<file path="config.mk">
export PLATFORM = sky130hd
export DESIGN_NAME = abdsl_sound
export DESIGN_NICKNAME = d
export VERILOG_FILES = /design/src/rtl/abdsl_pkg.sv /design/src/rtl/abdsl_sound.sv
export SDC_FILE = /design/constraint.sdc
export NUM_CORES = 1
export LEC_CHECK = 0
export BUFFER_PORTS_ARGS = -buffer_cell sky130_fd_sc_hd__buf_2
export CAP_MARGIN = 0
export CORE_MARGIN = 3
export CORE_UTILIZATION = 40
export CTS_CLUSTER_SIZE = 16
export DETAILED_ROUTE_END_ITERATION = 8
export SYNTH_ARGS = -nofsm -noshare
export SYNTH_HDL_FRONTEND = slang
export SYNTH_SLANG_ARGS = --single-unit
</file>
<file path="constraint.sdc">
create_clock -name aclk -period 11.4 [get_ports aclk]
set_input_delay 2.28 -clock aclk [delete_from_list [all_inputs] [get_ports aclk]]
set_output_delay 2.28 -clock aclk [all_outputs]
set_load 0.05 [all_outputs]
</file>
<file path="src/rtl/abdsl_pkg.sv">
// ============================================================================
// abdsl_pkg
// Types, address map and sound latch tables of the bus decoder core.
// ============================================================================
package abdsl_pkg;

    // Access kinds carried in s_tuser
    localparam logic [1:0] MODE_READ  = 2'd0;
    localparam logic [1:0] MODE_WRITE = 2'd1;
    localparam logic [1:0] MODE_LOAD  = 2'd2;

    // Address map
    localparam logic [15:0] ADDR_RAM_LO  = 16'h6000;
    localparam logic [15:0] ADDR_RAM_HI  = 16'h7000;
    localparam logic [15:0] ADDR_VRAM_LO = 16'h7400;
    localparam logic [15:0] ADDR_VRAM_HI = 16'h7800;
    localparam logic [15:0] ADDR_LATCH   = 16'h7c00;
    localparam logic [15:0] ADDR_PORT2   = 16'h7c80;
    localparam logic [15:0] ADDR_SYSTEM  = 16'h7d00;
    localparam logic [15:0] ADDR_JUMP    = 16'h7d01;
    localparam logic [15:0] ADDR_BOOM    = 16'h7d02;
    localparam logic [15:0] ADDR_SPRING  = 16'h7d03;
    localparam logic [15:0] ADDR_FALL    = 16'h7d04;
    localparam logic [15:0] ADDR_SCORE   = 16'h7d05;
    localparam logic [15:0] ADDR_DIP     = 16'h7d80;
    localparam logic [15:0] ADDR_IRQ     = 16'h7d84;

    // Work RAM window size; the RAM mirrors inside it
    localparam int RAM_WINDOW = 4096;

    // Video RAM is fixed in size
    localparam int VRAM_DEPTH = 1024;
    localparam int VRAM_AW    = $clog2(VRAM_DEPTH);

    // Configuration port
    localparam int          CFG_AW           = 3;
    localparam logic        CFG_DIP_SWITCHES = 1'b0;
    localparam logic [7:0]  DIP_RESET        = 8'h80;

    // Effect codes
    localparam logic [2:0] FX_NONE   = 3'd0;
    localparam logic [2:0] FX_BOOM   = 3'd1;
    localparam logic [2:0] FX_HAMMER = 3'd2;
    localparam logic [2:0] FX_JUMP   = 3'd3;
    localparam logic [2:0] FX_SPRING = 3'd4;
    localparam logic [2:0] FX_FALL   = 3'd5;
    localparam logic [2:0] FX_SCORE  = 3'd6;
    localparam logic [2:0] FX_RIVET  = 3'd7;

    // Tune codes that the control logic looks at
    localparam logic [3:0] TUNE_NONE    = 4'd0;
    localparam logic [3:0] TUNE_DEATH   = 4'd3;
    localparam logic [3:0] TUNE_LOWTIME = 4'd8;

    // Sound latch values with a special meaning
    localparam logic [7:0] LATCH_STOP   = 8'd0;
    localparam logic [7:0] LATCH_HAMMER = 8'd6;
    localparam logic [7:0] LATCH_RIVET  = 8'd13;

    typedef enum logic [4:0] {
        OP_NONE,
        OP_RD_ROM,
        OP_RD_RAM,
        OP_RD_VRAM,
        OP_RD_PORT1,
        OP_RD_PORT2,
        OP_RD_SYSTEM,
        OP_RD_DIP,
        OP_WR_RAM,
        OP_WR_VRAM,
        OP_WR_LATCH,
        OP_WR_JUMP,
        OP_WR_BOOM,
        OP_WR_SPRING,
        OP_WR_FALL,
        OP_WR_SCORE,
        OP_WR_DEATH,
        OP_WR_IRQ,
        OP_LD_ROM
    } op_t;

    typedef struct packed {
        logic [2:0] effect;
        logic [3:0] tune;
        logic       tune_loop;
        logic       irq;
    } snd_res_t;

    // Sound latch value to tune number, zero where the value is no tune
    function automatic logic [3:0] latch_tune(input logic [7:0] data);
        logic [3:0] t;
        unique case (data)
            8'd1:    t = 4'd1;
            8'd2:    t = 4'd2;
            8'd3:    t = 4'd8;
            8'd4:    t = 4'd9;
            8'd5:    t = 4'd12;
            8'd7:    t = 4'd10;
            8'd8:    t = 4'd4;
            8'd9:    t = 4'd5;
            8'd10:   t = 4'd6;
            8'd11:   t = 4'd7;
            8'd12:   t = 4'd11;
            8'd14:   t = 4'd13;
            default: t = TUNE_NONE;
        endcase
        return t;
    endfunction

    // Tunes that loop: the stage tunes
    function automatic logic tune_repeats(input logic [3:0] tune);
        return (tune >= 4'd4) && (tune <= 4'd9);
    endfunction

endpackage

</file>
<file path="src/rtl/abdsl_sound.sv">
// ============================================================================
// abdsl_sound
// Sound latch, effect flags, current tune and vblank interrupt enable.
// ============================================================================
module abdsl_sound
    import abdsl_pkg::*;
(
    input  logic       aclk,
    input  logic       aresetn,
    input  logic       fire,
    input  op_t        op,
    input  logic [7:0] data,
    output snd_res_t   res
);

    logic [6:0] flags_reg, flags_next;
    logic [3:0] tune_reg, tune_next;
    logic       irq_reg, irq_next;

    logic [2:0] fx_code;
    logic       fx_we;
    logic [3:0] cmd_tune;
    logic       cmd_en;
    logic       clr_hr;
    logic [2:0] fx_bit;
    logic [2:0] fx_out;
    logic [3:0] tune_out;
    logic       data_nz;

    assign data_nz = data != 8'd0;
    assign fx_bit  = 3'(fx_code - 3'd1);

    always_comb begin
        fx_code  = FX_NONE;
        fx_we    = 1'b0;
        cmd_tune = TUNE_NONE;
        cmd_en   = 1'b0;
        clr_hr   = 1'b0;
        irq_next = irq_reg;
        unique case (op)
            OP_WR_LATCH: begin
                priority if (data == LATCH_STOP) begin
                    clr_hr = 1'b1;
                end else if (data == LATCH_HAMMER) begin
                    fx_code = FX_HAMMER;
                    fx_we   = 1'b1;
                end else if (data == LATCH_RIVET) begin
                    fx_code = FX_RIVET;
                    fx_we   = 1'b1;
                end else begin
                    cmd_tune = latch_tune(data);
                    cmd_en   = cmd_tune != TUNE_NONE;
                end
            end
            OP_WR_JUMP:   begin fx_code = FX_JUMP;   fx_we = 1'b1; end
            OP_WR_BOOM:   begin fx_code = FX_BOOM;   fx_we = 1'b1; end
            OP_WR_SPRING: begin fx_code = FX_SPRING; fx_we = 1'b1; end
            OP_WR_FALL:   begin fx_code = FX_FALL;   fx_we = 1'b1; end
            OP_WR_SCORE:  begin fx_code = FX_SCORE;  fx_we = 1'b1; end
            OP_WR_DEATH: begin
                cmd_tune = TUNE_DEATH;
                cmd_en   = data_nz;
            end
            OP_WR_IRQ: irq_next = data_nz;
            default: ;
        endcase
    end

    always_comb begin
        flags_next = flags_reg;
        tune_next  = tune_reg;
        fx_out     = FX_NONE;
        tune_out   = TUNE_NONE;
        if (fx_we) begin
            // starts only on a zero-to-nonzero change of the flag
            if (data_nz && !flags_reg[fx_bit]) begin
                fx_out = fx_code;
            end
            flags_next[fx_bit] = data_nz;
        end
        if (clr_hr || cmd_en) begin
            flags_next[FX_HAMMER - 3'd1] = 1'b0;
            flags_next[FX_RIVET - 3'd1]  = 1'b0;
        end
        // low time does not override the death tune
        if (cmd_en && (cmd_tune != tune_reg)
                && !((tune_reg == TUNE_DEATH) && (cmd_tune == TUNE_LOWTIME))) begin
            tune_next = cmd_tune;
            tune_out  = cmd_tune;
        end
    end

    always_ff @(posedge aclk) begin
        if (!aresetn) begin
            flags_reg <= '0;
            tune_reg  <= TUNE_NONE;
            irq_reg   <= 1'b0;
        end else if (fire) begin
            flags_reg <= flags_next;
            tune_reg  <= tune_next;
            irq_reg   <= irq_next;
        end
    end

    assign res.effect    = fx_out;
    assign res.tune      = tune_out;
    assign res.tune_loop = (tune_out != TUNE_NONE) && tune_repeats(tune_out);
    assign res.irq       = irq_next;

endmodule

</file>
==> impl_metrics.toml, run 1 <==
[detailed_routing]
viasPerCell = 5.65
vias = 1340
ant_nets = 0
drc_errors = 0
firstDrtPassIters = 4
dr.first_iter.drc_count = 81
wl_per_cell_um = 13.5
wl_um = 3190

[setup_path]
crit_chain = "buf_2 -> nor4_4 -> nand4_4 -> o22ai_1 -> inv_1 -> ha_1 -> mux4_2 -> a2111oi_0 -> buf_2"
max_stage_delay_ns = 0.55
crit_type = "in2out"
critPathMostFrequentCell = "buf_2"
critPathBufInv = 3
crit_family = "compound AO/OA/AOI/OAI gates"
critical_path_arrival_ns = 5.28
path_max_fanout = 8
cp-start-kind = "input pin"
crit_path_end_kind = "primary output"
crit_slowest_cell = "mux4_2"
critPathRequiredTime_ns = 9.12

[layout]
antenna_cells = 0
syn2layout_area_growth_pct = 10.5
final_common_cell = "buf_2"
multi_input_area_um2 = 1020
finish.utilization_pct = 47.6
layout-drive-gt1-share_pct = 21.2
largest_register_ffs = 7
num-fill-cells = 319
nets = 213
ff_latch_area_um2 = 240
final_cell_mix = "24 x buf_2, 19 x nor2_1, 17 x nand2_1"

[logic_synthesis]
synth_cell_type_count = 52
synth-edff-count = 0
synth.area.mux_share_pct = 12.2
synth_cells = 176
synth-simple-area-share_pct = 35.6
synth_compound_area_share_pct = 22.3
ys_async_sr_fraction_pct = 0
yosys_register_bits = 12
yosys.area_share.xor_xnor_pct = 3.80
synth_seq_area_share_pct = 17.8
syn_avg_cell_area_um2 = 7.66
synthAdderAreaFrac_pct = 1.86
synth_ff_type = "dfxtp_1"
yosysWarnings = 0
netlist_area_um2 = 1350
synthesis.nets = 194
synth_top_family_by_area = "simple AND/OR/NAND/NOR gates"

[clock_tree]
clock_sinks = 12
cts_resized = 0
cts_made_buffers = 3
clk_pin_slew_worst_paths_ns = 0.07
htree_levels = 1
cts_buffer_depth = 2
cts_setup_buffers = 0
holdBufCountCts = 0
cts-root-buf = "clkbuf_4"
clk-insertion-delay-late_ns = 0.27
cts_tree = "built"

[power_and_ir_drop]
irDropWorstVdd_mv = 0.0550
p_leak_nw = 0.549
p_per_area_nw_per_um2 = 63.1

[sta]
fin_setup_tns_ns = 0
fmax_mhz = 132
maxSlewViolCount = 0
max_slew_margin_pct = 33.5
post-route-period-util_pct = 66.3
min_period_ns = 7.56
hold_viol = 0
rsz0062_at_grt = "false"
setup_viol = 0
holdWs_ns = 0.488
tightestPinTransition_ns = 0.972
finClkSkew_ns = 0.000155

[global_route]
grt_pass1_wl_um = 5500
grt_remaining_overflow = 0
grt.busiest_layer = "met2"
grt_pass1_vias = 1301
use_met3_pct = 1.58
grt_max_degree = 17
track_usage_pct = 16.1
antenna_found_initial = 0
grt_util_met1_pct = 18.3
grt_util_met2_pct = 30.3

[placed_design]
io_buffers = 24
dp_hpwl_um = 2550
place_congestion = 0.824

[die]
die_h_um = 64.1
initial_utilization_pct = 43.1
die_area_um2 = 4100
io_pins = 25
num_rows = 20
core_area_um2 = 3130
die_x_um = 64.1

[run]
cap_viol_max_count = 0

[min_path]
hp-class = "reg2reg"

[run_status]
status = "completed"
## path summary, 6_finish.rpt
path | slack, ns | end | startpoint | depth (start not counted)
worst max register to register | 9.74 | tune_reg[0]$_SDFFE_PN0P_ | tune_reg[1]$_SDFFE_PN0P_ | 5
worst min-delay path | 0.49 | tune_reg[2]$_SDFFE_PN0P_ | tune_reg[2]$_SDFFE_PN0P_ | 2
worst min register to register | 0.49 | tune_reg[2]$_SDFFE_PN0P_ | tune_reg[2]$_SDFFE_PN0P_ | 2
worst max-delay path | 3.84 | res[8] | data[5] | 9
## cells in the mapped netlist (2+ instances only)
library cell,number,share of area [%]
o21bai_1,5,2.8
nor2b_1,8,3.7
nor3b_1,3,1.7
xor2_1,2,1.3
nor2_1,19,5.3
o22ai_1,3,1.4
and2_1,2,0.93
or2_2,2,0.93
clkbuf_1,3,0.83
dfxtp_1,12,18
inv_1,8,2.2
nand2_1,17,4.7
nand2b_1,4,1.9
clkbuf_2,2,0.74
nand3b_1,2,1.1
mux2i_1,12,8.9
buf_4,4,2.2
a2111oi_0,2,1.3
o311a_1,3,2.2
o211ai_1,2,1.1
a21oi_1,9,3.3
xnor2_1,2,1.3
ha_1,2,1.9
nand3_1,5,1.9
nor3_1,12,4.5
mux2_2,2,1.7
o21ai_0,4,1.5
## per-layer routing
layer  vias to the layer above  part of all wire [%]
met5                         -                     0
met4                         0                  0.91
met3                         4                   3.2
met2                        26                    53
met1                       636                    43
li1                        674                     -
## stage by stage
stage,setup slack (ns),total power [W],cell area [µm²],cells
floorplan,2.31,0.0000618,1350,176
global placement,3.92,0.0000682,1470,234
detailed placement,3.82,0.0000694,1470,234
CTS,3.82,0.0000950,1490,237
global route,3.61,0.0000990,1490,237
finish,3.84,0.0000940,1490,237
## where the power goes
group          switching (W)  internal, W  total [W]  leakage (nW)
logic              0.0000167   0.00000984  0.0000266         0.439
clock network      0.0000131    0.0000122  0.0000253        0.0138
registers       0.0000000864    0.0000421  0.0000421        0.0967
## worst min-delay path: stages, from the launching register on
cell     delay (ns)
dfxtp_1        0.33
nand2_1        0.06
mux2i_1        0.05
## cell families (layout without fill, tap and decap cells)
| logic type | Yosys count | in the layout |
|---|---|---|
| AO/OA/AOI/OAI | 41 | 41 |
| XOR/XNOR | 5 | 5 |
| adder cells (fa/ha/maj) | 2 | 2 |
| buffers and inverters | 18 | 35 |
| flip-flops | 12 | 12 |
| multiplexers | 15 | 15 |
| AND/OR/NAND/NOR | 83 | 83 |
## area by class of cell
type / count / area share [%]
multi-input combinational: 146 / 68.6
sequential: 12 / 16.1
timing repair buffer: 24 / 8.06
tap: 44 / 3.69
inverter: 8 / 2.02
clock buffer: 3 / 1.51
Power figures use the tool's default switching activity.
==> run 2, diff against run 1 <==
clock period = 6.4 ns   (was 11.4 ns; I/O delays follow)
==> run 2 against run 1 <==
Cell area up 0.42%. Routed wire length down 4.0%. Final cell count unchanged. Worst hold slack better by 0.0039 ns. Clock power up 70%. Die area unchanged. Total power up 75%. Highest routed layer unchanged.
==> impl_metrics.toml, run 2 (synthesis results as in run 1) <==
[run_status]
status = "completed"

[sta]
tightestPinTransition_ns = 0.928
fmax_mhz = 182
hold_viol = 0
finClkSkew_ns = 0.0000335
max_slew_margin_pct = 36.5
maxSlewViolCount = 0
post-route-period-util_pct = 86.0
holdWs_ns = 0.492
fin_setup_tns_ns = 0
rsz0062_at_grt = "false"
min_period_ns = 5.50
setup_viol = 0

[detailed_routing]
dr.first_iter.drc_count = 126
firstDrtPassIters = 4
drc_errors = 0
wl_per_cell_um = 12.9
wl_um = 3070
ant_nets = 0
vias = 1328
viasPerCell = 5.60

[power_and_ir_drop]
switching_share_pct = 30.6
switchingPower_w = 0.0000503
internal-power_w = 0.000114
p_clk_share_pct = 26.1
power_w = 0.000164
p_seq_share_pct = 45.6
p_leak_nw = 0.549
p_per_area_nw_per_um2 = 110
power_frac_comb_pct = 28.3
irDropWorstVdd_mv = 0.0799

[clock_tree]
clk_pin_slew_worst_paths_ns = 0.06
cts_buffer_depth = 2
clk-insertion-delay-late_ns = 0.25
cts_made_buffers = 3
cts_setup_buffers = 0
cts_resized = 0
cts-root-buf = "clkbuf_4"
htree_levels = 1
holdBufCountCts = 0
cts_tree = "built"
clock_sinks = 12

[setup_path]
reg2reg_depth = 5
cp-start-kind = "input pin"
crit_type = "in2out"
crit_path_end_kind = "primary output"
critPathRequiredTime_ns = 5.12
critical_path_arrival_ns = 4.22
path_max_fanout = 8

[placed_design]
dp_hpwl_um = 2450
place_area_um2 = 1470
numPlacedInstances = 234
place_congestion = 0.820
io_buffers = 24

[layout]
fin_area_um2 = 1500
largest_register_ffs = 7
stdcell_count = 237
final_cell_mix = "24 x buf_2, 19 x nor2_1, 17 x nand2_1"
final_common_cell = "buf_2"
layout-drive-gt1-share_pct = 21.8
antenna_cells = 0
syn2layout_area_growth_pct = 10.9
nets = 213

[global_route]
antenna_found_initial = 0
grt_pass1_vias = 1209
grt_max_degree = 17
grt_pass1_wl_um = 5460
track_usage_pct = 15.8
grt_remaining_overflow = 0

[die]
io_pins = 25
die_h_um = 64.1
die_area_um2 = 4100
num_rows = 20
core_area_um2 = 3130
die_x_um = 64.1
initial_utilization_pct = 43.1

[min_path]
hp-class = "reg2reg"
worstHoldPathCells = 2

[run]
cap_viol_max_count = 0
-- run 2: cell count changes in the layout (fill, tap and decap cells not counted) --
cell / delta
a2111oi_2: +1
a2111oi_0: -1
-- run 2: power by group through the flow --
| stage | clock network, W | logic [W] | registers (W) |
|---|---|---|---|
| 3_5_place_dp | 0 | 0.0000462 | 0.0000768 |
| 6_report | 0.0000429 | 0.0000465 | 0.0000751 |
| 5_1_grt | 0.0000487 | 0.0000520 | 0.0000751 |
| 4_1_cts | 0.0000452 | 0.0000464 | 0.0000751 |
| 2_1_floorplan | 0 | 0.0000337 | 0.0000768 |
| 3_3_place_gp | 0 | 0.0000452 | 0.0000768 |
-- run 2: layout make-up --
cell class / count / area (µm²)
sequential: 12 / 240
tap: 44 / 55.1
clock buffer: 3 / 22.5
multi-input combinational: 146 / 1030
timing repair buffer: 24 / 120
inverter: 8 / 30.0
fill: 333 / 1630
-- run 2: path summary, 6_finish.rpt --
kind	endpoint	start	slack, ns
hold reg to reg	tune_reg[2]$_SDFFE_PN0P_	tune_reg[2]$_SDFFE_PN0P_	0.49
hold / removal	tune_reg[2]$_SDFFE_PN0P_	tune_reg[2]$_SDFFE_PN0P_	0.49
setup reg to reg	tune_reg[0]$_SDFFE_PN0P_	tune_reg[1]$_SDFFE_PN0P_	4.72
setup / recovery	res[8]	data[5]	0.90
-- run 2: through the flow --
| stage | util [%] | setup slack (ns) |
|---|---|---|
| 6_report | 47.8 | 0.896 |
| 5_1_grt | 47.8 | 0.613 |
| 4_1_cts | 47.8 | 0.887 |
| 3_5_place_dp | 47.1 | 0.886 |
| 3_3_place_gp | 47.1 | 0.937 |
| 2_1_floorplan | - | 0.541 |
-- run 2: metal layers --
layer / share of wire [%] / global-route usage (%) / vias to the layer above
li1: - / - / 680
met1: 42 / 20.1 / 607
met2: 52 / 28.9 / 39
met3: 5.6 / 1.58 / 2
met4: 0.42 / 2.43 / 0
met5: 0 / 0 / -
-- run 2: worst max-delay path, stage by stage --
cell and delay [ns]:
buf_2 0.12, nor4_4 0.42, nand4_4 0.19, o22ai_1 0.36
inv_1 0.16, ha_1 0.46, mux4_2 0.57, a2111oi_2 0.35
buf_2 0.31
==> run 3, diff against run 2 <==
--- a/config.mk
+++ b/config.mk
@@ -6,10 +6,12 @@
 export NUM_CORES = 1
 export LEC_CHECK = 0
+export ABC_AREA = 1
 export BUFFER_PORTS_ARGS = -buffer_cell sky130_fd_sc_hd__buf_2
 export CAP_MARGIN = 0
 export CORE_MARGIN = 3
-export CORE_UTILIZATION = 40
+export CORE_UTILIZATION = 51
 export CTS_CLUSTER_SIZE = 16
 export DETAILED_ROUTE_END_ITERATION = 8
+export PLACE_DENSITY = 0.76
 export SYNTH_ARGS = -nofsm -noshare
 export SYNTH_HDL_FRONTEND = slang
==> constraint.sdc (replaced) <==
create_clock -name aclk -period 6.4 [get_ports aclk]
set_input_delay 1.28 -clock aclk [delete_from_list [all_inputs] [get_ports aclk]]
set_output_delay 1.28 -clock aclk [all_outputs]
set_load 0.02 [all_outputs]
==> run 3 against run 2 <==
Critical path depth grew 5. Clock skew is essentially flat. Clock-buffer cell count grew 1. Synthesized cell count grew 41%. Via count grew 17%. Sequential share of layout area shrank 2.1 points. Largest power group unchanged. Highest routed layer unchanged.
==> impl_metrics.toml, run 3 <==
[power_and_ir_drop]
p_seq_share_pct = 39.5
irDropWorstVdd_mv = 0.103
p_clk_share_pct = 32.2
p_per_area_nw_per_um2 = 111
switchingPower_w = 0.0000636
switching_share_pct = 33.2
internal-power_w = 0.000128
power_w = 0.000192
power_frac_comb_pct = 28.3
p_leak_nw = 0.852

[layout]
final_common_cell = "nand2_1"
stdcell_count = 304
syn2layout_area_growth_pct = 10.5
ff_latch_area_um2 = 240
finish.utilization_pct = 60.9
largest_register_ffs = 7
nets = 292
num-fill-cells = 280
layout-drive-gt1-share_pct = 33.0
multi_input_area_um2 = 1110
antenna_cells = 0
final_cell_mix = "65 x nand2_1, 31 x inv_1, 24 x buf_2"

[logic_synthesis]
yosys_register_bits = 12
yosysWarnings = 0
netlist_area_um2 = 1560
syn_avg_cell_area_um2 = 6.27
synth_cell_type_count = 36
yosysTopAreaCell = "nand2_1"
synth_ff_type = "dfxtp_1"
post-synth-top-count-cell = "nand2_1"
synth_cells = 249
synth_commonest_cells = "65 x nand2_1, 31 x inv_1, 22 x nor2_1, 15 x nand3_1"
synth-edff-count = 0
netlist_top_cells_area = "nand2_1 16%, dfxtp_1 15%, inv_1 7.5%, nor2_4 5.8%, nor2_1 5.3%"
synthesis.nets = 267
synth_seq_area_share_pct = 15.4
ys_async_sr_fraction_pct = 0
synth_top_area_share_pct = 15.6

[clock_tree]
clock_sinks = 12
cts_setup_buffers = 0
cts_made_buffers = 3
cts_resized = 0
htree_levels = 1
cts-root-buf = "clkbuf_4"
cts_buffer_depth = 2
cts_tree = "built"
clk-insertion-delay-late_ns = 0.27
holdBufCountCts = 0
clk_pin_slew_worst_paths_ns = 0.08

[setup_path]
reg2reg_depth = 11
cp-start-kind = "input pin"
critical_path_arrival_ns = 3.26
crit_type = "in2out"
path_max_fanout = 9
critPathRequiredTime_ns = 5.12
crit_path_end_kind = "primary output"

[sta]
holdWs_ns = 0.482
max_slew_margin_pct = 82.0
min_period_ns = 4.54
maxSlewViolCount = 0
setup_viol = 0
fin_setup_tns_ns = 0
hold_viol = 0
tightestPinTransition_ns = 0.270
post-route-period-util_pct = 70.9
finClkSkew_ns = 0.000427
fmax_mhz = 220
rsz0062_at_grt = "false"

[placed_design]
io_buffers = 24
dp_hpwl_um = 2770
numPlacedInstances = 300
place_congestion = 0.932

[detailed_routing]
vias = 1554
ant_nets = 0
drc_errors = 0
firstDrtPassIters = 4
dr.first_iter.drc_count = 118
wl_per_cell_um = 10.9
viasPerCell = 5.11
wl_um = 3310

[die]
die_area_um2 = 3760
num_rows = 19
io_pins = 25
die_h_um = 61.3
initial_utilization_pct = 55.2
core_area_um2 = 2830
die_x_um = 61.3

[run]
cap_viol_max_count = 0

[run_status]
status = "completed"

[global_route]
antenna_found_initial = 0
track_usage_pct = 19.5
grt_remaining_overflow = 0
grt_pass1_vias = 1341
grt_max_degree = 11
grt_pass1_wl_um = 5610

[min_path]
worstHoldPathCells = 2
hp-class = "reg2reg"
run 3: cell types whose count changed after synthesis, sizes merged, moves of 4 or more:
cell	change
nand2b	-4
nor2b	-8
nand4	+7
nor2	+22
nand3	+17
nand2	+65
mux2i	-12
o21bai	-6
inv	+35
nor3	-6
clkbuf	-5
run 3: final timing paths:
path,slack (ns),start,to
setup reg to reg,4.97,tune_reg[0]$_SDFFE_PN0P_,tune_reg[2]$_SDFFE_PN0P_
setup / recovery,1.86,data[3],res[7]
hold reg to reg,0.48,flags_reg[5]$_SDFFE_PN0P_,flags_reg[5]$_SDFFE_PN0P_
hold / removal,0.48,flags_reg[5]$_SDFFE_PN0P_,flags_reg[5]$_SDFFE_PN0P_
run 3: final cells by class:
cell class | instances | share of cell area [%]
multi-input cells | 189 | 64.6
flip-flops and latches | 12 | 13.9
inverters | 44 | 10.2
repair buffers | 24 | 6.97
well taps | 31 | 2.25
clock buffers | 4 | 2.10
run 3: worst max-delay path: stages:
cell and delay [ns]:
buf_2 0.16, nor2_2 0.20, nand2_2 0.08, nor2_4 0.15, nor2_4 0.08, a32oi_1 0.23
ha_1 0.33, xnor2_4 0.18, nand2_2 0.11, inv_2 0.09, o211ai_2 0.08, nand3_2 0.09
nor2_1 0.04, buf_2 0.16
run 3: cells by family (layout without fill, tap and decap cells):
family,count (synthesis),in the layout,synth area share [%]
AOI/OAI and AO/OA,22,22,8.74
buffers and inverters,48,72,13.2
xor gates and xnor gates,2,2,2.33
and+or+nand+nor,163,163,58.7
DFF,12,12,15.4
adders and majority gates,2,2,1.60
run 3: metal layers:
layer	up-vias	track usage [%]	part of all wire [%]
met2	50	30.7	43
met1	671	27.4	51
met4	0	7.43	0.64
li1	831	-	-
met3	2	1.68	5.4
met5	-	0	0
run 3: power groups by stage:
| stage | clock (W) | combinational [W] | sequential (W) |
|---|---|---|---|
| after floorplan | 0 | 0.0000414 | 0.0000774 |
| after global placement | 0 | 0.0000535 | 0.0000775 |
| after detailed placement | 0 | 0.0000541 | 0.0000775 |
| after CTS | 0.0000626 | 0.0000544 | 0.0000757 |
| after global routing | 0.0000637 | 0.0000604 | 0.0000758 |
| final | 0.0000616 | 0.0000543 | 0.0000757 |
run 3: per-stage QoR:
step / worst slack (ns) / area, µm²
final: 1.86 / 1720
after global routing: 1.66 / 1720
after CTS: 1.85 / 1720
after detailed placement: 1.85 / 1690
after global placement: 1.87 / 1690
after floorplan: 2.06 / 1560
