--- src/rtl/abdsl_pkg.sv ---
// ============================================================================
// abdsl_pkg
// Types, address map and sound latch tables of the bus decoder core.
// ============================================================================
package abdsl_pkg;

    // Access kinds carried in s_tuser
    localparam logic [1:0] MODE_READ  = 2'd0;
    localparam logic [1:0] MODE_WRITE = 2'd1;
    localparam logic [1:0] MODE_LOAD  = 2'd2;

    // Address map
    localparam logic [15:0] ADDR_RAM_LO  = 16'h6000;
    localparam logic [15:0] ADDR_RAM_HI  = 16'h7000;
    localparam logic [15:0] ADDR_VRAM_LO = 16'h7400;
    localparam logic [15:0] ADDR_VRAM_HI = 16'h7800;
    localparam logic [15:0] ADDR_LATCH   = 16'h7c00;
    localparam logic [15:0] ADDR_PORT2   = 16'h7c80;
    localparam logic [15:0] ADDR_SYSTEM  = 16'h7d00;
    localparam logic [15:0] ADDR_JUMP    = 16'h7d01;
    localparam logic [15:0] ADDR_BOOM    = 16'h7d02;
    localparam logic [15:0] ADDR_SPRING  = 16'h7d03;
    localparam logic [15:0] ADDR_FALL    = 16'h7d04;
    localparam logic [15:0] ADDR_SCORE   = 16'h7d05;
    localparam logic [15:0] ADDR_DIP     = 16'h7d80;
    localparam logic [15:0] ADDR_IRQ     = 16'h7d84;

    // Work RAM window size; the RAM mirrors inside it
    localparam int RAM_WINDOW = 4096;

    // Video RAM is fixed in size
    localparam int VRAM_DEPTH = 1024;
    localparam int VRAM_AW    = $clog2(VRAM_DEPTH);

    // Configuration port
    localparam int          CFG_AW           = 3;
    localparam logic        CFG_DIP_SWITCHES = 1'b0;
    localparam logic [7:0]  DIP_RESET        = 8'h80;

    // Effect codes
    localparam logic [2:0] FX_NONE   = 3'd0;
    localparam logic [2:0] FX_BOOM   = 3'd1;
    localparam logic [2:0] FX_HAMMER = 3'd2;
    localparam logic [2:0] FX_JUMP   = 3'd3;
    localparam logic [2:0] FX_SPRING = 3'd4;
    localparam logic [2:0] FX_FALL   = 3'd5;
    localparam logic [2:0] FX_SCORE  = 3'd6;
    localparam logic [2:0] FX_RIVET  = 3'd7;

    // Tune codes that the control logic looks at
    localparam logic [3:0] TUNE_NONE    = 4'd0;
    localparam logic [3:0] TUNE_DEATH   = 4'd3;
    localparam logic [3:0] TUNE_LOWTIME = 4'd8;

    // Sound latch values with a special meaning
    localparam logic [7:0] LATCH_STOP   = 8'd0;
    localparam logic [7:0] LATCH_HAMMER = 8'd6;
    localparam logic [7:0] LATCH_RIVET  = 8'd13;

    typedef enum logic [4:0] {
        OP_NONE,
        OP_RD_ROM,
        OP_RD_RAM,
        OP_RD_VRAM,
        OP_RD_PORT1,
        OP_RD_PORT2,
        OP_RD_SYSTEM,
        OP_RD_DIP,
        OP_WR_RAM,
        OP_WR_VRAM,
        OP_WR_LATCH,
        OP_WR_JUMP,
        OP_WR_BOOM,
        OP_WR_SPRING,
        OP_WR_FALL,
        OP_WR_SCORE,
        OP_WR_DEATH,
        OP_WR_IRQ,
        OP_LD_ROM
    } op_t;

    typedef struct packed {
        logic [2:0] effect;
        logic [3:0] tune;
        logic       tune_loop;
        logic       irq;
    } snd_res_t;

    // Sound latch value to tune number, zero where the value is no tune
    function automatic logic [3:0] latch_tune(input logic [7:0] data);
        logic [3:0] t;
        unique case (data)
            8'd1:    t = 4'd1;
            8'd2:    t = 4'd2;
            8'd3:    t = 4'd8;
            8'd4:    t = 4'd9;
            8'd5:    t = 4'd12;
            8'd7:    t = 4'd10;
            8'd8:    t = 4'd4;
            8'd9:    t = 4'd5;
            8'd10:   t = 4'd6;
            8'd11:   t = 4'd7;
            8'd12:   t = 4'd11;
            8'd14:   t = 4'd13;
            default: t = TUNE_NONE;
        endcase
        return t;
    endfunction

    // Tunes that loop: the stage tunes
    function automatic logic tune_repeats(input logic [3:0] tune);
        return (tune >= 4'd4) && (tune <= 4'd9);
    endfunction

endpackage

--- src/rtl/abdsl_decode.sv ---
// ============================================================================
// abdsl_decode
// Address and mode decode of one bus access, with memory indices.
// ============================================================================
module abdsl_decode
    import abdsl_pkg::*;
#(
    parameter int ROM_DEPTH = 16384,
    parameter int RAM_DEPTH = 4096,
    parameter int ROM_AW    = $clog2(ROM_DEPTH),
    parameter int RAM_AW    = $clog2(RAM_DEPTH)
) (
    input  logic [1:0]         mode,
    input  logic [15:0]        address,
    output op_t                op,
    output logic [ROM_AW-1:0]  rom_idx,
    output logic [RAM_AW-1:0]  ram_idx,
    output logic [VRAM_AW-1:0] vram_idx
);

    localparam int WIN_AW    = $clog2(RAM_WINDOW);
    localparam int RAM_FOLDS = (RAM_WINDOW + RAM_DEPTH - 1) / RAM_DEPTH - 1;

    logic              in_rom;
    logic              in_ram;
    logic              in_vram;
    logic [WIN_AW-1:0] ram_off;
    logic [WIN_AW:0]   ram_red;

    assign in_rom  = address < 16'(ROM_DEPTH);
    assign in_ram  = (address >= ADDR_RAM_LO) && (address < ADDR_RAM_HI);
    assign in_vram = (address >= ADDR_VRAM_LO) && (address < ADDR_VRAM_HI);

    assign ram_off = WIN_AW'(address - ADDR_RAM_LO);

    // mirror the window into the RAM: at most RAM_FOLDS conditional subtracts
    always_comb begin
        ram_red = {1'b0, ram_off};
        for (int i = 0; i < RAM_FOLDS; i++) begin
            if (ram_red >= (WIN_AW+1)'(RAM_DEPTH)) begin
                ram_red = ram_red - (WIN_AW+1)'(RAM_DEPTH);
            end
        end
    end

    assign rom_idx  = address[ROM_AW-1:0];
    assign ram_idx  = ram_red[RAM_AW-1:0];
    assign vram_idx = VRAM_AW'(address - ADDR_VRAM_LO);

    always_comb begin
        op = OP_NONE;
        unique case (mode)
            MODE_READ: begin
                priority if (in_rom)                  op = OP_RD_ROM;
                else if (in_ram)                      op = OP_RD_RAM;
                else if (in_vram)                     op = OP_RD_VRAM;
                else if (address == ADDR_LATCH)       op = OP_RD_PORT1;
                else if (address == ADDR_PORT2)       op = OP_RD_PORT2;
                else if (address == ADDR_SYSTEM)      op = OP_RD_SYSTEM;
                else if (address == ADDR_DIP)         op = OP_RD_DIP;
                else                                  op = OP_NONE;
            end
            MODE_WRITE: begin
                priority if (in_ram)                  op = OP_WR_RAM;
                else if (in_vram)                     op = OP_WR_VRAM;
                else if (address == ADDR_LATCH)       op = OP_WR_LATCH;
                else if (address == ADDR_JUMP)        op = OP_WR_JUMP;
                else if (address == ADDR_BOOM)        op = OP_WR_BOOM;
                else if (address == ADDR_SPRING)      op = OP_WR_SPRING;
                else if (address == ADDR_FALL)        op = OP_WR_FALL;
                else if (address == ADDR_SCORE)       op = OP_WR_SCORE;
                else if (address == ADDR_DIP)         op = OP_WR_DEATH;
                else if (address == ADDR_IRQ)         op = OP_WR_IRQ;
                else                                  op = OP_NONE;
            end
            MODE_LOAD: begin
                op = in_rom ? OP_LD_ROM : OP_NONE;
            end
            default: op = OP_NONE;
        endcase
    end

endmodule

--- config.mk ---
export PLATFORM = sky130hd
export DESIGN_NAME = abdsl_decode
export DESIGN_NICKNAME = d
export VERILOG_FILES = /design/src/rtl/abdsl_pkg.sv /design/src/rtl/abdsl_decode.sv
export SDC_FILE = /design/constraint.sdc
export NUM_CORES = 1
export LEC_CHECK = 0
export BUFFER_PORTS_ARGS = -buffer_cell sky130_fd_sc_hd__clkbuf_2
export CORE_MARGIN = 1.5
export CORE_UTILIZATION = 36
export DETAILED_ROUTE_END_ITERATION = 6
export GPL_ROUTABILITY_DRIVEN = 0
export GPL_TIMING_DRIVEN = 1
export PLACE_DENSITY = 0.81
export SETUP_SLACK_MARGIN = 0.2
export SLEW_MARGIN = 20
export SYNTH_ARGS = -nofsm -noshare
export SYNTH_HDL_FRONTEND = slang
export SYNTH_SLANG_ARGS = --single-unit
--- constraint.sdc ---
create_clock -name vclk -period 1.3
set_input_delay 0.065 -clock vclk [all_inputs]
set_output_delay 0.065 -clock vclk [all_outputs]
set_load 0.03 [all_outputs]
==> impl_results.html, run 1 <==
<table>
<tr><th>Metric</th><th>Value</th></tr>
<tr><th colspan="2">Status</th></tr>
<tr><td>Status</td><td>finished with violations</td></tr>
<tr><td>Failing checks</td><td>setup timing</td></tr>
<tr><th colspan="2">Synthesis</th></tr>
<tr><td>Gate count of the mapped netlist</td><td>between 90 and 100</td></tr>
<tr><td>Number of distinct library cells after synthesis</td><td>31</td></tr>
<tr><td>Ys Warns</td><td>0</td></tr>
<tr><td>Cell area after technology mapping</td><td>646.9 um2</td></tr>
<tr><td>Syn nets</td><td>111</td></tr>
<tr><td>Seq/Total Area, Yosys</td><td>0%</td></tr>
<tr><td>Mean area per synthesized cell</td><td>about 7.0 um2</td></tr>
<tr><th colspan="2">STA</th></tr>
<tr><td>Setup slack of the critical path after layout</td><td>-357.3 ps</td></tr>
<tr><td>Share of the clock period used by the worst path</td><td>127.5%</td></tr>
<tr><td>Setup violation total in the final timing report</td><td>5</td></tr>
<tr><td>Clock period minus worst slack</td><td>between 1500 and 2000 ps</td></tr>
<tr><td>Unrepaired setup endpoints after global routing</td><td>true</td></tr>
<tr><td>Number of slew-limit violations in the final report</td><td>0</td></tr>
<tr><td>Slew Limit Headroom</td><td>about four fifths</td></tr>
<tr><td>Min Hold Slack</td><td>about 410 ps</td></tr>
<tr><td>Hold violation count in the final report</td><td>0</td></tr>
<tr><td>Measured slew at the worst slew-check pin</td><td>roughly 320 ps</td></tr>
<tr><td>Fmax achieved</td><td>around 600 MHz</td></tr>
<tr><th colspan="2">Placement</th></tr>
<tr><td>Port Buffer Count</td><td>59</td></tr>
<tr><td>Detailed placement HPWL</td><td>around 1600 um</td></tr>
<tr><th colspan="2">Final layout</th></tr>
<tr><td>FF+latch area</td><td>0 um2</td></tr>
<tr><td>Net count of the finished layout</td><td>~160</td></tr>
<tr><td>Leading cell type in the layout, fill and taps excluded</td><td>clkbuf_2</td></tr>
<tr><td>Clkbuf count</td><td>0</td></tr>
<tr><td>Number of diodes added for antenna fixing</td><td>0</td></tr>
<tr><td>Synth-to-Final Area Change</td><td>53.00%</td></tr>
<tr><td>Sequential cells</td><td>0</td></tr>
<tr><td>Fraction of final layout cells with drive strength greater than 1</td><td>just over 70%</td></tr>
<tr><td>Commonest cells after routing, fill and taps aside</td><td>clkbuf_2, buf_4, buf_6, inv_1</td></tr>
<tr><th colspan="2">Routing</th></tr>
<tr><td>Sum of routed wire length over all layers</td><td>between 1500 and 2000 um</td></tr>
<tr><td>Average wire length per cell after detail routing</td><td>12.35 um</td></tr>
<tr><td>Residual DRC</td><td>0</td></tr>
<tr><td>Vias after detailed routing</td><td>around 810</td></tr>
<tr><td>Vias per cell</td><td>between 5 and 6</td></tr>
<tr><td>Detailed Routing Iterations Pass 1</td><td>4</td></tr>
<tr><td>Post-route antenna net violation count</td><td>0</td></tr>
<tr><td>First DRT Iteration DRCs</td><td>17</td></tr>
<tr><th colspan="2">Global route</th></tr>
<tr><td>Global route total overflow</td><td>0</td></tr>
<tr><td>Initial antenna violation count</td><td>0</td></tr>
<tr><td>Maximum number of pins on one net before global-route repair</td><td>12</td></tr>
<tr><td>Vias in the first global route</td><td>a little under 700</td></tr>
<tr><td>Global Route Usage Sum</td><td>between 10% and 20%</td></tr>
<tr><td>Wire length of the first global-routing pass</td><td>about 2900 um</td></tr>
<tr><th colspan="2">Setup path</th></tr>
<tr><td>CP dominant cell by count</td><td>or4_4</td></tr>
<tr><td>Crit end category</td><td>primary output</td></tr>
<tr><td>Slowest cell on the critical path</td><td>or4_4</td></tr>
<tr><td>Required time of the worst setup path</td><td>around 1200 ps</td></tr>
<tr><td>Crit path DAT</td><td>around 1600 ps</td></tr>
<tr><td>Stage delay of the slowest cell on the critical path</td><td>~520 ps</td></tr>
<tr><td>Cells along the critical path</td><td>buf_6, or4_4, or4_4, a311oi_2, or3_4, buf_8</td></tr>
<tr><td>Worst Setup EP</td><td>op[0]</td></tr>
<tr><td>Crit Path Max Fanout</td><td>2</td></tr>
<tr><td>Crit path launch type</td><td>primary input</td></tr>
<tr><td>Launch point of the worst path</td><td>address[4]</td></tr>
<tr><td>Class of the most critical setup path</td><td>primary input to primary output</td></tr>
<tr><th colspan="2">Die</th></tr>
<tr><td>Vert. Die Dim</td><td>between 40 and 50 um</td></tr>
<tr><td>IO Count</td><td>59</td></tr>
<tr><td>Cell row count</td><td>15</td></tr>
<tr><td>Width of the die</td><td>45.39 um</td></tr>
<tr><td>Starting density of the core</td><td>between 30% and 40%</td></tr>
<tr><td>Die Footprint</td><td>0.002060 mm2</td></tr>
<tr><td>Core Region</td><td>between 0.0015 and 0.002 mm2</td></tr>
<tr><th colspan="2">Power</th></tr>
<tr><td>Leakage component of the power</td><td>0.5081 nW</td></tr>
<tr><td>PD cells</td><td>slightly below 400 mW/mm2</td></tr>
<tr><td>IR Drop Worst-Case VDD</td><td>about 0.00018 V</td></tr>
<tr><td>Overall Power</td><td>about 0.38 mW</td></tr>
<tr><th colspan="2">Run</th></tr>
<tr><td>Number of maximum-capacitance constraint violations</td><td>0</td></tr>
<tr><th colspan="2">Min path</th></tr>
<tr><td>Hold/Removal Path Class</td><td>primary input to primary output</td></tr>
</table>
==> worst min path at each step <==
stage | startpoint | endpoint | cells after the start
global placement | address[10] | ram_idx[10] | 2
floorplan | mode[1] | op[2] | 1
detailed placement | address[10] | rom_idx[10] | 2
CTS | address[10] | rom_idx[10] | 2
finish | address[10] | rom_idx[10] | 2
global route | address[10] | rom_idx[10] | 2
==> what timing repair did <==
action	4_1_cts	5_1_grt
resized for setup	14	9
cloned	0	0
pin swaps	7	10
endpoints found under the setup margin	5	5
setup buffers	3	2
hold buffers	0	0
==> worst max-delay path: cells and delay by family <==
family	cells	cell delay (ps)
AO/OA/AOI/OAI	1	220
AND/OR/NAND/NOR	3	1110
buffers and inverters	2	200
==> power by group <==
| part | internal [mW] | leakage, nW | switching [mW] | total [mW] |
|---|---|---|---|---|
| Combinational | 0.143 | 0.508 | 0.237 | 0.380 |
| Sequential | 0 | 0 | 0 | 0 |
| Clock | 0 | 0 | 0 | 0 |
| Total | 0.143 | 0.508 | 0.237 | 0.380 |
==> metal layers <==
metal / track usage (%) / share of wire (%)
met1: 21.90 / 39
met2: 33.80 / 51
met3: 0.7937 / 7.4
met4: 5.294 / 2.9
met5: 0 / 0
==> area by class of cell <==
| class | instances | area, um2 |
|---|---|---|
| Multi-Input combinational cell | 48 | 386.6 |
| Timing Repair Buffer | 84 | 556.8 |
| Fill cell | 163 | 718.2 |
| Tap cell | 25 | 31.28 |
| Inverter | 4 | 15.01 |
==> cell families after synthesis <==
logic type	count (synthesis)	synth area share [%]
simple gates	34	36.56
compound gates	13	12.77
xor+xnor	1	1.354
buf+inv	45	49.32
==> stage by stage <==
step / TNS, ps / setup WS (ps) / cells / instance area (um2) / util, %
2_1_floorplan: -239.7 / -239.7 / 93 / 713.2 / -
3_3_place_gp: -1116 / -559.8 / 156 / 863.3 / 50.55
3_5_place_dp: -1321 / -604.0 / 156 / 863.3 / 50.55
4_1_cts: -858.7 / -527.5 / 159 / 942.2 / 55.16
5_1_grt: -1169 / -395.9 / 161 / 989.7 / 57.95
6_report: -826.4 / -357.3 / 161 / 989.7 / 57.95
==> Yosys cell counts (all sizes together) <==
master / n / area (um2)
xor2: 1 / 8.760
a211oi: 1 / 7.510
or3: 4 / 25.02
nand2b: 1 / 6.260
or2b: 1 / 7.510
nor4b: 1 / 8.760
nand2: 1 / 3.750
nor3b: 2 / 15.01
nor2: 1 / 3.750
and3b: 1 / 8.760
nor2b: 2 / 12.51
inv: 4 / 15.01
o21ai: 3 / 15.01
nand3b: 2 / 15.01
and4b: 2 / 20.02
nand4: 1 / 6.260
or3b: 1 / 8.760
a311oi: 1 / 8.760
nand4b: 2 / 17.52
nor4: 3 / 18.77
nand3: 3 / 15.01
o211ai: 3 / 22.52
and2b: 2 / 17.52
a21oi: 4 / 20.02
clkbuf: 2 / 7.510
and3: 1 / 6.260
nor3: 1 / 5.000
o2111ai: 1 / 8.760
or4: 2 / 15.01
buf: 39 / 296.5
(Power assumes the default switching activity.)
==> inputs of run 2 (changes only) <==
--- a/config.mk
+++ b/config.mk
@@ -11,6 +11,7 @@
 export DETAILED_ROUTE_END_ITERATION = 6
 export GPL_ROUTABILITY_DRIVEN = 0
 export GPL_TIMING_DRIVEN = 1
+export MAX_ROUTING_LAYER = met4
 export PLACE_DENSITY = 0.81
 export SETUP_SLACK_MARGIN = 0.2
 export SLEW_MARGIN = 20
==> run 2 against run 1 <==
Effect of this change: the run still ends with setup timing left; utilization stayed put; combinational power barely moved; critical path depth stayed put; hold slack is essentially flat; global-route usage is 0.53 points higher; count of clock-buffer cells in the layout did not move; die area unchanged; worst setup slack better by 0.62 ps; power about the same; critical path type unchanged; critical endpoint unchanged; largest cell class unchanged; highest routed layer unchanged.
==> impl_results.html, run 2 (same netlist as run 1, synthesis figures left out) <==
<table>
<tr><th>Metric</th><th>Value</th></tr>
<tr><th colspan="2">Die</th></tr>
<tr><td>Width of the die</td><td>45.39 um (unchanged)</td></tr>
<tr><td>Core Region</td><td>0.001708 mm2 (unchanged)</td></tr>
<tr><td>Vert. Die Dim</td><td>45.39 um (unchanged)</td></tr>
<tr><td>Die Footprint</td><td>0.002060 mm2 (unchanged)</td></tr>
<tr><td>IO Count</td><td>59 (unchanged)</td></tr>
<tr><td>Cell row count</td><td>15 (unchanged)</td></tr>
<tr><td>Starting density of the core</td><td>37.88% (unchanged)</td></tr>
<tr><th colspan="2">Setup path</th></tr>
<tr><td>CP dominant cell by count</td><td>or4_4</td></tr>
<tr><td>Crit Path Max Fanout</td><td>2 (unchanged)</td></tr>
<tr><td>Class of the most critical setup path</td><td>primary input to primary output</td></tr>
<tr><td>Crit end category</td><td>primary output</td></tr>
<tr><td>Required time of the worst setup path</td><td>1240 ps (about the same)</td></tr>
<tr><td>Crit path DAT</td><td>1590 ps (about the same)</td></tr>
<tr><td>Crit path launch type</td><td>primary input</td></tr>
<tr><td>Slowest cell on the critical path</td><td>or4_4</td></tr>
<tr><td>Stage delay of the slowest cell on the critical path</td><td>510 ps (about the same)</td></tr>
<tr><td>Cells along the critical path</td><td>buf_6, or4_4, or4_4, a311oi_2, or3_4, buf_8</td></tr>
<tr><th colspan="2">Placement</th></tr>
<tr><td>Port Buffer Count</td><td>59 (unchanged)</td></tr>
<tr><td>Detailed placement HPWL</td><td>1582 um (unchanged)</td></tr>
<tr><td>Setup WS pre-CTS</td><td>-604.0 ps (unchanged)</td></tr>
<tr><th colspan="2">Power</th></tr>
<tr><td>Overall Power</td><td>0.3800 mW (about the same)</td></tr>
<tr><td>Net switching fraction of the power</td><td>62.32% (about the same)</td></tr>
<tr><td>PD cells</td><td>384.0 mW/mm2 (about the same)</td></tr>
<tr><td>IR Drop Worst-Case VDD</td><td>0.0001786 V (-0.10%)</td></tr>
<tr><td>Combinational group share of total power</td><td>100.0% (about the same)</td></tr>
<tr><td>Clock power frac</td><td>0% (unchanged)</td></tr>
<tr><td>Power dissipated by switching net loads</td><td>0.2368 mW (about the same)</td></tr>
<tr><td>Internal power consumption</td><td>0.1432 mW (about the same)</td></tr>
<tr><td>Sequential share of power</td><td>0% (unchanged)</td></tr>
<tr><td>Leakage component of the power</td><td>0.5081 nW (unchanged)</td></tr>
<tr><th colspan="2">Final layout</th></tr>
<tr><td>Sequential cells</td><td>0 (unchanged)</td></tr>
<tr><td>FF+latch area</td><td>0 um2 (unchanged)</td></tr>
<tr><td>Synth-to-Final Area Change</td><td>53.00% (unchanged)</td></tr>
<tr><td>Commonest cells after routing, fill and taps aside</td><td>clkbuf_2, buf_4, buf_6, inv_1</td></tr>
<tr><td>Number of filler instances in the final layout</td><td>163 (unchanged)</td></tr>
<tr><td>Net count of the finished layout</td><td>156 (unchanged)</td></tr>
<tr><td>Fraction of final layout cells with drive strength greater than 1</td><td>70.59% (unchanged)</td></tr>
<tr><td>Clkbuf count</td><td>0 (unchanged)</td></tr>
<tr><td>Utilization after layout</td><td>57.95% (unchanged)</td></tr>
<tr><td>Number of diodes added for antenna fixing</td><td>0 (unchanged)</td></tr>
<tr><td>Leading cell type in the layout, fill and taps excluded</td><td>clkbuf_2</td></tr>
<tr><th colspan="2">Routing</th></tr>
<tr><td>Residual DRC</td><td>0 (unchanged)</td></tr>
<tr><td>Detailed Routing Iterations Pass 1</td><td>4 (unchanged)</td></tr>
<tr><td>Average wire length per cell after detail routing</td><td>12.36 um (about the same)</td></tr>
<tr><td>Vias after detailed routing</td><td>808 (unchanged)</td></tr>
<tr><td>Sum of routed wire length over all layers</td><td>1990 um (about the same)</td></tr>
<tr><td>Post-route antenna net violation count</td><td>0 (unchanged)</td></tr>
<tr><td>Vias per cell</td><td>5.019 (unchanged)</td></tr>
<tr><td>First DRT Iteration DRCs</td><td>16 (-1)</td></tr>
<tr><th colspan="2">STA</th></tr>
<tr><td>Min Hold Slack</td><td>411.2 ps (-0.01800 ps)</td></tr>
<tr><td>Slew Limit Headroom</td><td>78.07% (-0.13 points)</td></tr>
<tr><td>Clock period minus worst slack</td><td>1657 ps (-0.6230 ps)</td></tr>
<tr><td>Measured slew at the worst slew-check pin</td><td>325.9 ps (+1.944 ps)</td></tr>
<tr><td>Number of slew-limit violations in the final report</td><td>0 (unchanged)</td></tr>
<tr><td>Unrepaired setup endpoints after global routing</td><td>true</td></tr>
<tr><td>Share of the clock period used by the worst path</td><td>127.4% (about the same)</td></tr>
<tr><td>Fmax achieved</td><td>603.6 MHz (about the same)</td></tr>
<tr><td>Sum Neg Setup Slack</td><td>-826.7 ps (-0.3460 ps)</td></tr>
<tr><td>Hold violation count in the final report</td><td>0 (unchanged)</td></tr>
<tr><td>Setup violation total in the final timing report</td><td>5 (unchanged)</td></tr>
<tr><td>Setup slack of the critical path after layout</td><td>-356.7 ps (+0.6230 ps)</td></tr>
<tr><th colspan="2">Global route</th></tr>
<tr><td>Met2 layer usage reported by global route</td><td>33.80% (unchanged)</td></tr>
<tr><td>Global Route Usage Sum</td><td>18.63% (+0.53 points)</td></tr>
<tr><td>Layer with the highest usage</td><td>met2</td></tr>
<tr><td>Vias in the first global route</td><td>686 (+0.29%)</td></tr>
<tr><td>Initial antenna violation count</td><td>0 (unchanged)</td></tr>
<tr><td>Global Route met3 Usage</td><td>0.7937% (unchanged)</td></tr>
<tr><td>Wire length of the first global-routing pass</td><td>2863 um (unchanged)</td></tr>
<tr><td>Maximum number of pins on one net before global-route repair</td><td>12 (unchanged)</td></tr>
<tr><td>Global routing met1 resource utilization</td><td>21.90% (unchanged)</td></tr>
<tr><td>Global route total overflow</td><td>0 (unchanged)</td></tr>
<tr><th colspan="2">Clock network</th></tr>
<tr><td>Count of hold-fix buffers inserted at cts</td><td>0 (unchanged)</td></tr>
<tr><th colspan="2">Min path</th></tr>
<tr><td>Hold/Removal Path Class</td><td>primary input to primary output</td></tr>
<tr><th colspan="2">Status</th></tr>
<tr><td>Failing checks</td><td>setup timing</td></tr>
<tr><td>Status</td><td>finished with violations</td></tr>
<tr><th colspan="2">Run</th></tr>
<tr><td>Number of maximum-capacitance constraint violations</td><td>0 (unchanged)</td></tr>
</table>
==> run 2: what timing repair did <==
action / in CTS / in global routing
endpoints found under the setup margin: 5 / 5
buffers inserted: 3 / 2
pin swaps: 7 / 10
gates resized for setup: 14 / 9
==> run 2: worst max-delay path, delay by kind of cell <==
family	cells	cell delay [ps]
buffers and inverters	2	200
AO/OA/AOI/OAI	1	220
AND/OR/NAND/NOR	3	1100
==> run 2: routing by layer <==
layer | routed length (um) | part of all wire, % | vias up
met2 | 1009 | 51 | 59
met3 | 172 | 8.6 | 6
met5 | 0 | 0 | -
met4 | 57 | 2.9 | 0
met1 | 751 | 38 | 357
li1 | - | - | 386
==> run 2: final cells by class <==
type / instances / area [um2] / share of cell area [%]
inverters: 4 / 15.01 / 1.517
repair buffers: 84 / 556.8 / 56.26
multi-input cells: 48 / 386.6 / 39.06
well taps: 25 / 31.28 / 3.161
==> run 2: final timing paths <==
path / start / endpoint / cells past startpoint
min: address[10] / rom_idx[10] / 2
max: address[4] / op[0] / 6
==> run 2: per-stage QoR <==
| step | cell area [um2] | std cells |
|---|---|---|
| finish | 989.7 | 161 |
| global route | 989.7 | 161 |
| CTS | 942.2 | 159 |
| detailed placement | 863.3 | 156 |
| global placement | 863.3 | 156 |
| floorplan | 713.2 | 93 |
==> run 2: power by group through the flow <==
stage	sequential [mW]	combinational [mW]	clock, mW
3_5_place_dp	0	0.352	0
4_1_cts	0	0.366	0
2_1_floorplan	0	0.281	0
5_1_grt	0	0.403	0
3_3_place_gp	0	0.344	0
6_report	0	0.380	0
==> inputs of run 3 (changes only) <==
--- a/config.mk
+++ b/config.mk
@@ -6,15 +6,19 @@
 export NUM_CORES = 1
 export LEC_CHECK = 0
 export BUFFER_PORTS_ARGS = -buffer_cell sky130_fd_sc_hd__clkbuf_2
+export CELL_PAD_IN_SITES_DETAIL_PLACEMENT = 1
+export CELL_PAD_IN_SITES_GLOBAL_PLACEMENT = 2
+export CORE_ASPECT_RATIO = 2
 export CORE_MARGIN = 1.5
-export CORE_UTILIZATION = 36
+export CORE_UTILIZATION = 16
 export DETAILED_ROUTE_END_ITERATION = 6
 export GPL_ROUTABILITY_DRIVEN = 0
 export GPL_TIMING_DRIVEN = 1
 export MAX_ROUTING_LAYER = met4
-export PLACE_DENSITY = 0.81
+export PLACE_DENSITY_LB_ADDON = 0.1
 export SETUP_SLACK_MARGIN = 0.2
 export SLEW_MARGIN = 20
 export SYNTH_ARGS = -nofsm -noshare
 export SYNTH_HDL_FRONTEND = slang
 export SYNTH_SLANG_ARGS = --single-unit
+export TNS_END_PERCENT = 50
==> run 3 against run 2 <==
Effect of this change: the run still ends with setup timing left; critical path depth unchanged; highest routed layer is now met3; flip-flop and latch count unchanged; sequential share of layout area unchanged; critical path type unchanged; largest cell class unchanged; utilization down 32 points.
==> impl_results.html, run 3 (same netlist as run 1, synthesis figures left out) <==
<table>
<tr><th>Metric</th><th>Value</th></tr>
<tr><th colspan="2">Power</th></tr>
<tr><td>Leakage component of the power</td><td>0.5111 nW (+0.60%)</td></tr>
<tr><td>Net switching fraction of the power</td><td>61.98% (-0.34 points)</td></tr>
<tr><td>Clock power frac</td><td>0% (unchanged)</td></tr>
<tr><td>PD cells</td><td>376.3 mW/mm2 (-2.0%)</td></tr>
<tr><td>Internal power consumption</td><td>0.1436 mW (+0.27%)</td></tr>
<tr><td>Overall Power</td><td>0.3776 mW (-0.64%)</td></tr>
<tr><td>IR Drop Worst-Case VDD</td><td>0.0001262 V (-29%)</td></tr>
<tr><td>Sequential share of power</td><td>0% (unchanged)</td></tr>
<tr><td>Combinational group share of total power</td><td>100.0% (about the same)</td></tr>
<tr><td>Power dissipated by switching net loads</td><td>0.2340 mW (-1.2%)</td></tr>
<tr><th colspan="2">Setup path</th></tr>
<tr><td>Crit path launch type</td><td>primary input</td></tr>
<tr><td>Required time of the worst setup path</td><td>1240 ps (about the same)</td></tr>
<tr><td>Class of the most critical setup path</td><td>primary input to primary output</td></tr>
<tr><td>Crit Path Max Fanout</td><td>2 (unchanged)</td></tr>
<tr><td>Crit end category</td><td>primary output</td></tr>
<tr><td>Crit path DAT</td><td>1650 ps (+60 ps)</td></tr>
<tr><th colspan="2">Placement</th></tr>
<tr><td>Placement Cell Area</td><td>905.9 um2 (+4.9%)</td></tr>
<tr><td>Port Buffer Count</td><td>59 (unchanged)</td></tr>
<tr><td>Detailed placement HPWL</td><td>1934 um (+22%)</td></tr>
<tr><td>Placed Cells</td><td>186 (+19%)</td></tr>
<tr><th colspan="2">Global route</th></tr>
<tr><td>Maximum number of pins on one net before global-route repair</td><td>10 (-2)</td></tr>
<tr><td>Initial antenna violation count</td><td>0 (unchanged)</td></tr>
<tr><td>Global Route Usage Sum</td><td>9.919% (-8.7 points)</td></tr>
<tr><td>Global route total overflow</td><td>0 (unchanged)</td></tr>
<tr><td>Vias in the first global route</td><td>766 (+12%)</td></tr>
<tr><td>Wire length of the first global-routing pass</td><td>3394 um (+19%)</td></tr>
<tr><th colspan="2">STA</th></tr>
<tr><td>Clock period minus worst slack</td><td>1719 ps (+62.06 ps)</td></tr>
<tr><td>Unrepaired setup endpoints after global routing</td><td>true</td></tr>
<tr><td>Setup violation total in the final timing report</td><td>5 (unchanged)</td></tr>
<tr><td>Sum Neg Setup Slack</td><td>-911.1 ps (-84.33 ps)</td></tr>
<tr><td>Number of slew-limit violations in the final report</td><td>0 (unchanged)</td></tr>
<tr><td>Measured slew at the worst slew-check pin</td><td>383.2 ps (+57.29 ps)</td></tr>
<tr><td>Share of the clock period used by the worst path</td><td>132.2% (+4.8 points)</td></tr>
<tr><td>Fmax achieved</td><td>581.8 MHz (-3.6%)</td></tr>
<tr><td>Slew Limit Headroom</td><td>74.22% (-3.9 points)</td></tr>
<tr><td>Setup slack of the critical path after layout</td><td>-418.7 ps (-62.06 ps)</td></tr>
<tr><td>Hold violation count in the final report</td><td>0 (unchanged)</td></tr>
<tr><th colspan="2">Die</th></tr>
<tr><td>Width of the die</td><td>47.96 um (+5.7%)</td></tr>
<tr><td>Die Footprint</td><td>0.004456 mm2 (+120%)</td></tr>
<tr><td>Cell row count</td><td>32 (+17)</td></tr>
<tr><td>Core Region</td><td>0.003884 mm2 (+130%)</td></tr>
<tr><td>Starting density of the core</td><td>16.66% (-21 points)</td></tr>
<tr><td>Vert. Die Dim</td><td>92.92 um (+100%)</td></tr>
<tr><td>IO Count</td><td>59 (unchanged)</td></tr>
<tr><th colspan="2">Routing</th></tr>
<tr><td>Average wire length per cell after detail routing</td><td>11.71 um (-5.3%)</td></tr>
<tr><td>First DRT Iteration DRCs</td><td>9 (-7)</td></tr>
<tr><td>Residual DRC</td><td>0 (unchanged)</td></tr>
<tr><td>Sum of routed wire length over all layers</td><td>2213 um (+11%)</td></tr>
<tr><td>Detailed Routing Iterations Pass 1</td><td>4 (unchanged)</td></tr>
<tr><td>Vias after detailed routing</td><td>768 (-5.0%)</td></tr>
<tr><td>Vias per cell</td><td>4.063 (-19%)</td></tr>
<tr><td>Post-route antenna net violation count</td><td>0 (unchanged)</td></tr>
<tr><th colspan="2">Final layout</th></tr>
<tr><td>Clkbuf count</td><td>0 (unchanged)</td></tr>
<tr><td>Synth-to-Final Area Change</td><td>55.13%</td></tr>
<tr><td>FF+latch area</td><td>0 um2 (unchanged)</td></tr>
<tr><td>Fraction of final layout cells with drive strength greater than 1</td><td>69.57% (-1.0 points)</td></tr>
<tr><td>Non-filler cells in the finished layout</td><td>189 (+17%)</td></tr>
<tr><td>Commonest cells after routing, fill and taps aside</td><td>clkbuf_2, buf_4, buf_6, inv_1</td></tr>
<tr><td>Final Cell Area</td><td>0.001003 mm2 (+1.4%)</td></tr>
<tr><td>Net count of the finished layout</td><td>158 (+1.3%)</td></tr>
<tr><td>Number of diodes added for antenna fixing</td><td>0 (unchanged)</td></tr>
<tr><td>Sequential cells</td><td>0 (unchanged)</td></tr>
<tr><td>Leading cell type in the layout, fill and taps excluded</td><td>clkbuf_2</td></tr>
<tr><td>Utilization after layout</td><td>25.84% (-32 points)</td></tr>
<tr><th colspan="2">Min path</th></tr>
<tr><td>Hold/Removal Path Class</td><td>primary input to primary output</td></tr>
<tr><th colspan="2">Status</th></tr>
<tr><td>Status</td><td>finished with violations</td></tr>
<tr><td>Failing checks</td><td>setup timing</td></tr>
<tr><th colspan="2">Run</th></tr>
<tr><td>Number of maximum-capacitance constraint violations</td><td>0 (unchanged)</td></tr>
</table>
[run 3: worst paths after layout]
path                   startpoint          end  depth (start not counted)
worst max-delay path   address[7]        op[0]                          6
worst min-delay path  address[12]  rom_idx[12]                          2
[run 3: layer usage]
metal  wire [um]  part of all wire [%]  global-route usage (%)
met2        1312                    59                   20.22
met1         802                    36                   10.18
met4           0                     0                       0
met5           0                     0                       -
met3          98                   4.4                       0
[run 3: final cells by class]
class / count / area (um2)
timing repair buffer: 86 / 554.3
fill: 508 / 2880
tap: 51 / 63.81
inverter: 4 / 15.01
multi-input combinational: 48 / 370.4
[run 3: what timing repair did]
action                                  CTS  global route
hold buffers                              0             0
resized for setup                        14             9
buffers inserted                          1             2
endpoints found under the setup margin    5             5
hold endpoints to repair                  0             0
pin swaps                                 9             5
[run 3: power by group through the flow]
| stage | sequential, mW | clock, mW | combinational [mW] |
|---|---|---|---|
| 5_1_grt | 0 | 0 | 0.405 |
| 3_5_place_dp | 0 | 0 | 0.363 |
| 2_1_floorplan | 0 | 0 | 0.274 |
| 3_3_place_gp | 0 | 0 | 0.361 |
| 6_report | 0 | 0 | 0.378 |
| 4_1_cts | 0 | 0 | 0.376 |
[run 3: worst max-delay path, cell delays in order]
cell	delay (ps)
buf_6	90
or4_4	520
or4_4	490
a311oi_2	210
or3_4	160
buf_8	110
[run 3: through the flow]
step | setup slack, ps | hold slack [ps]
floorplan | -239.7 | 239.6
global placement | -574.7 | 401.9
detailed placement | -580.3 | 411.7
CTS | -526.4 | 412.0
global route | -471.4 | 418.6
finish | -418.7 | 408.6
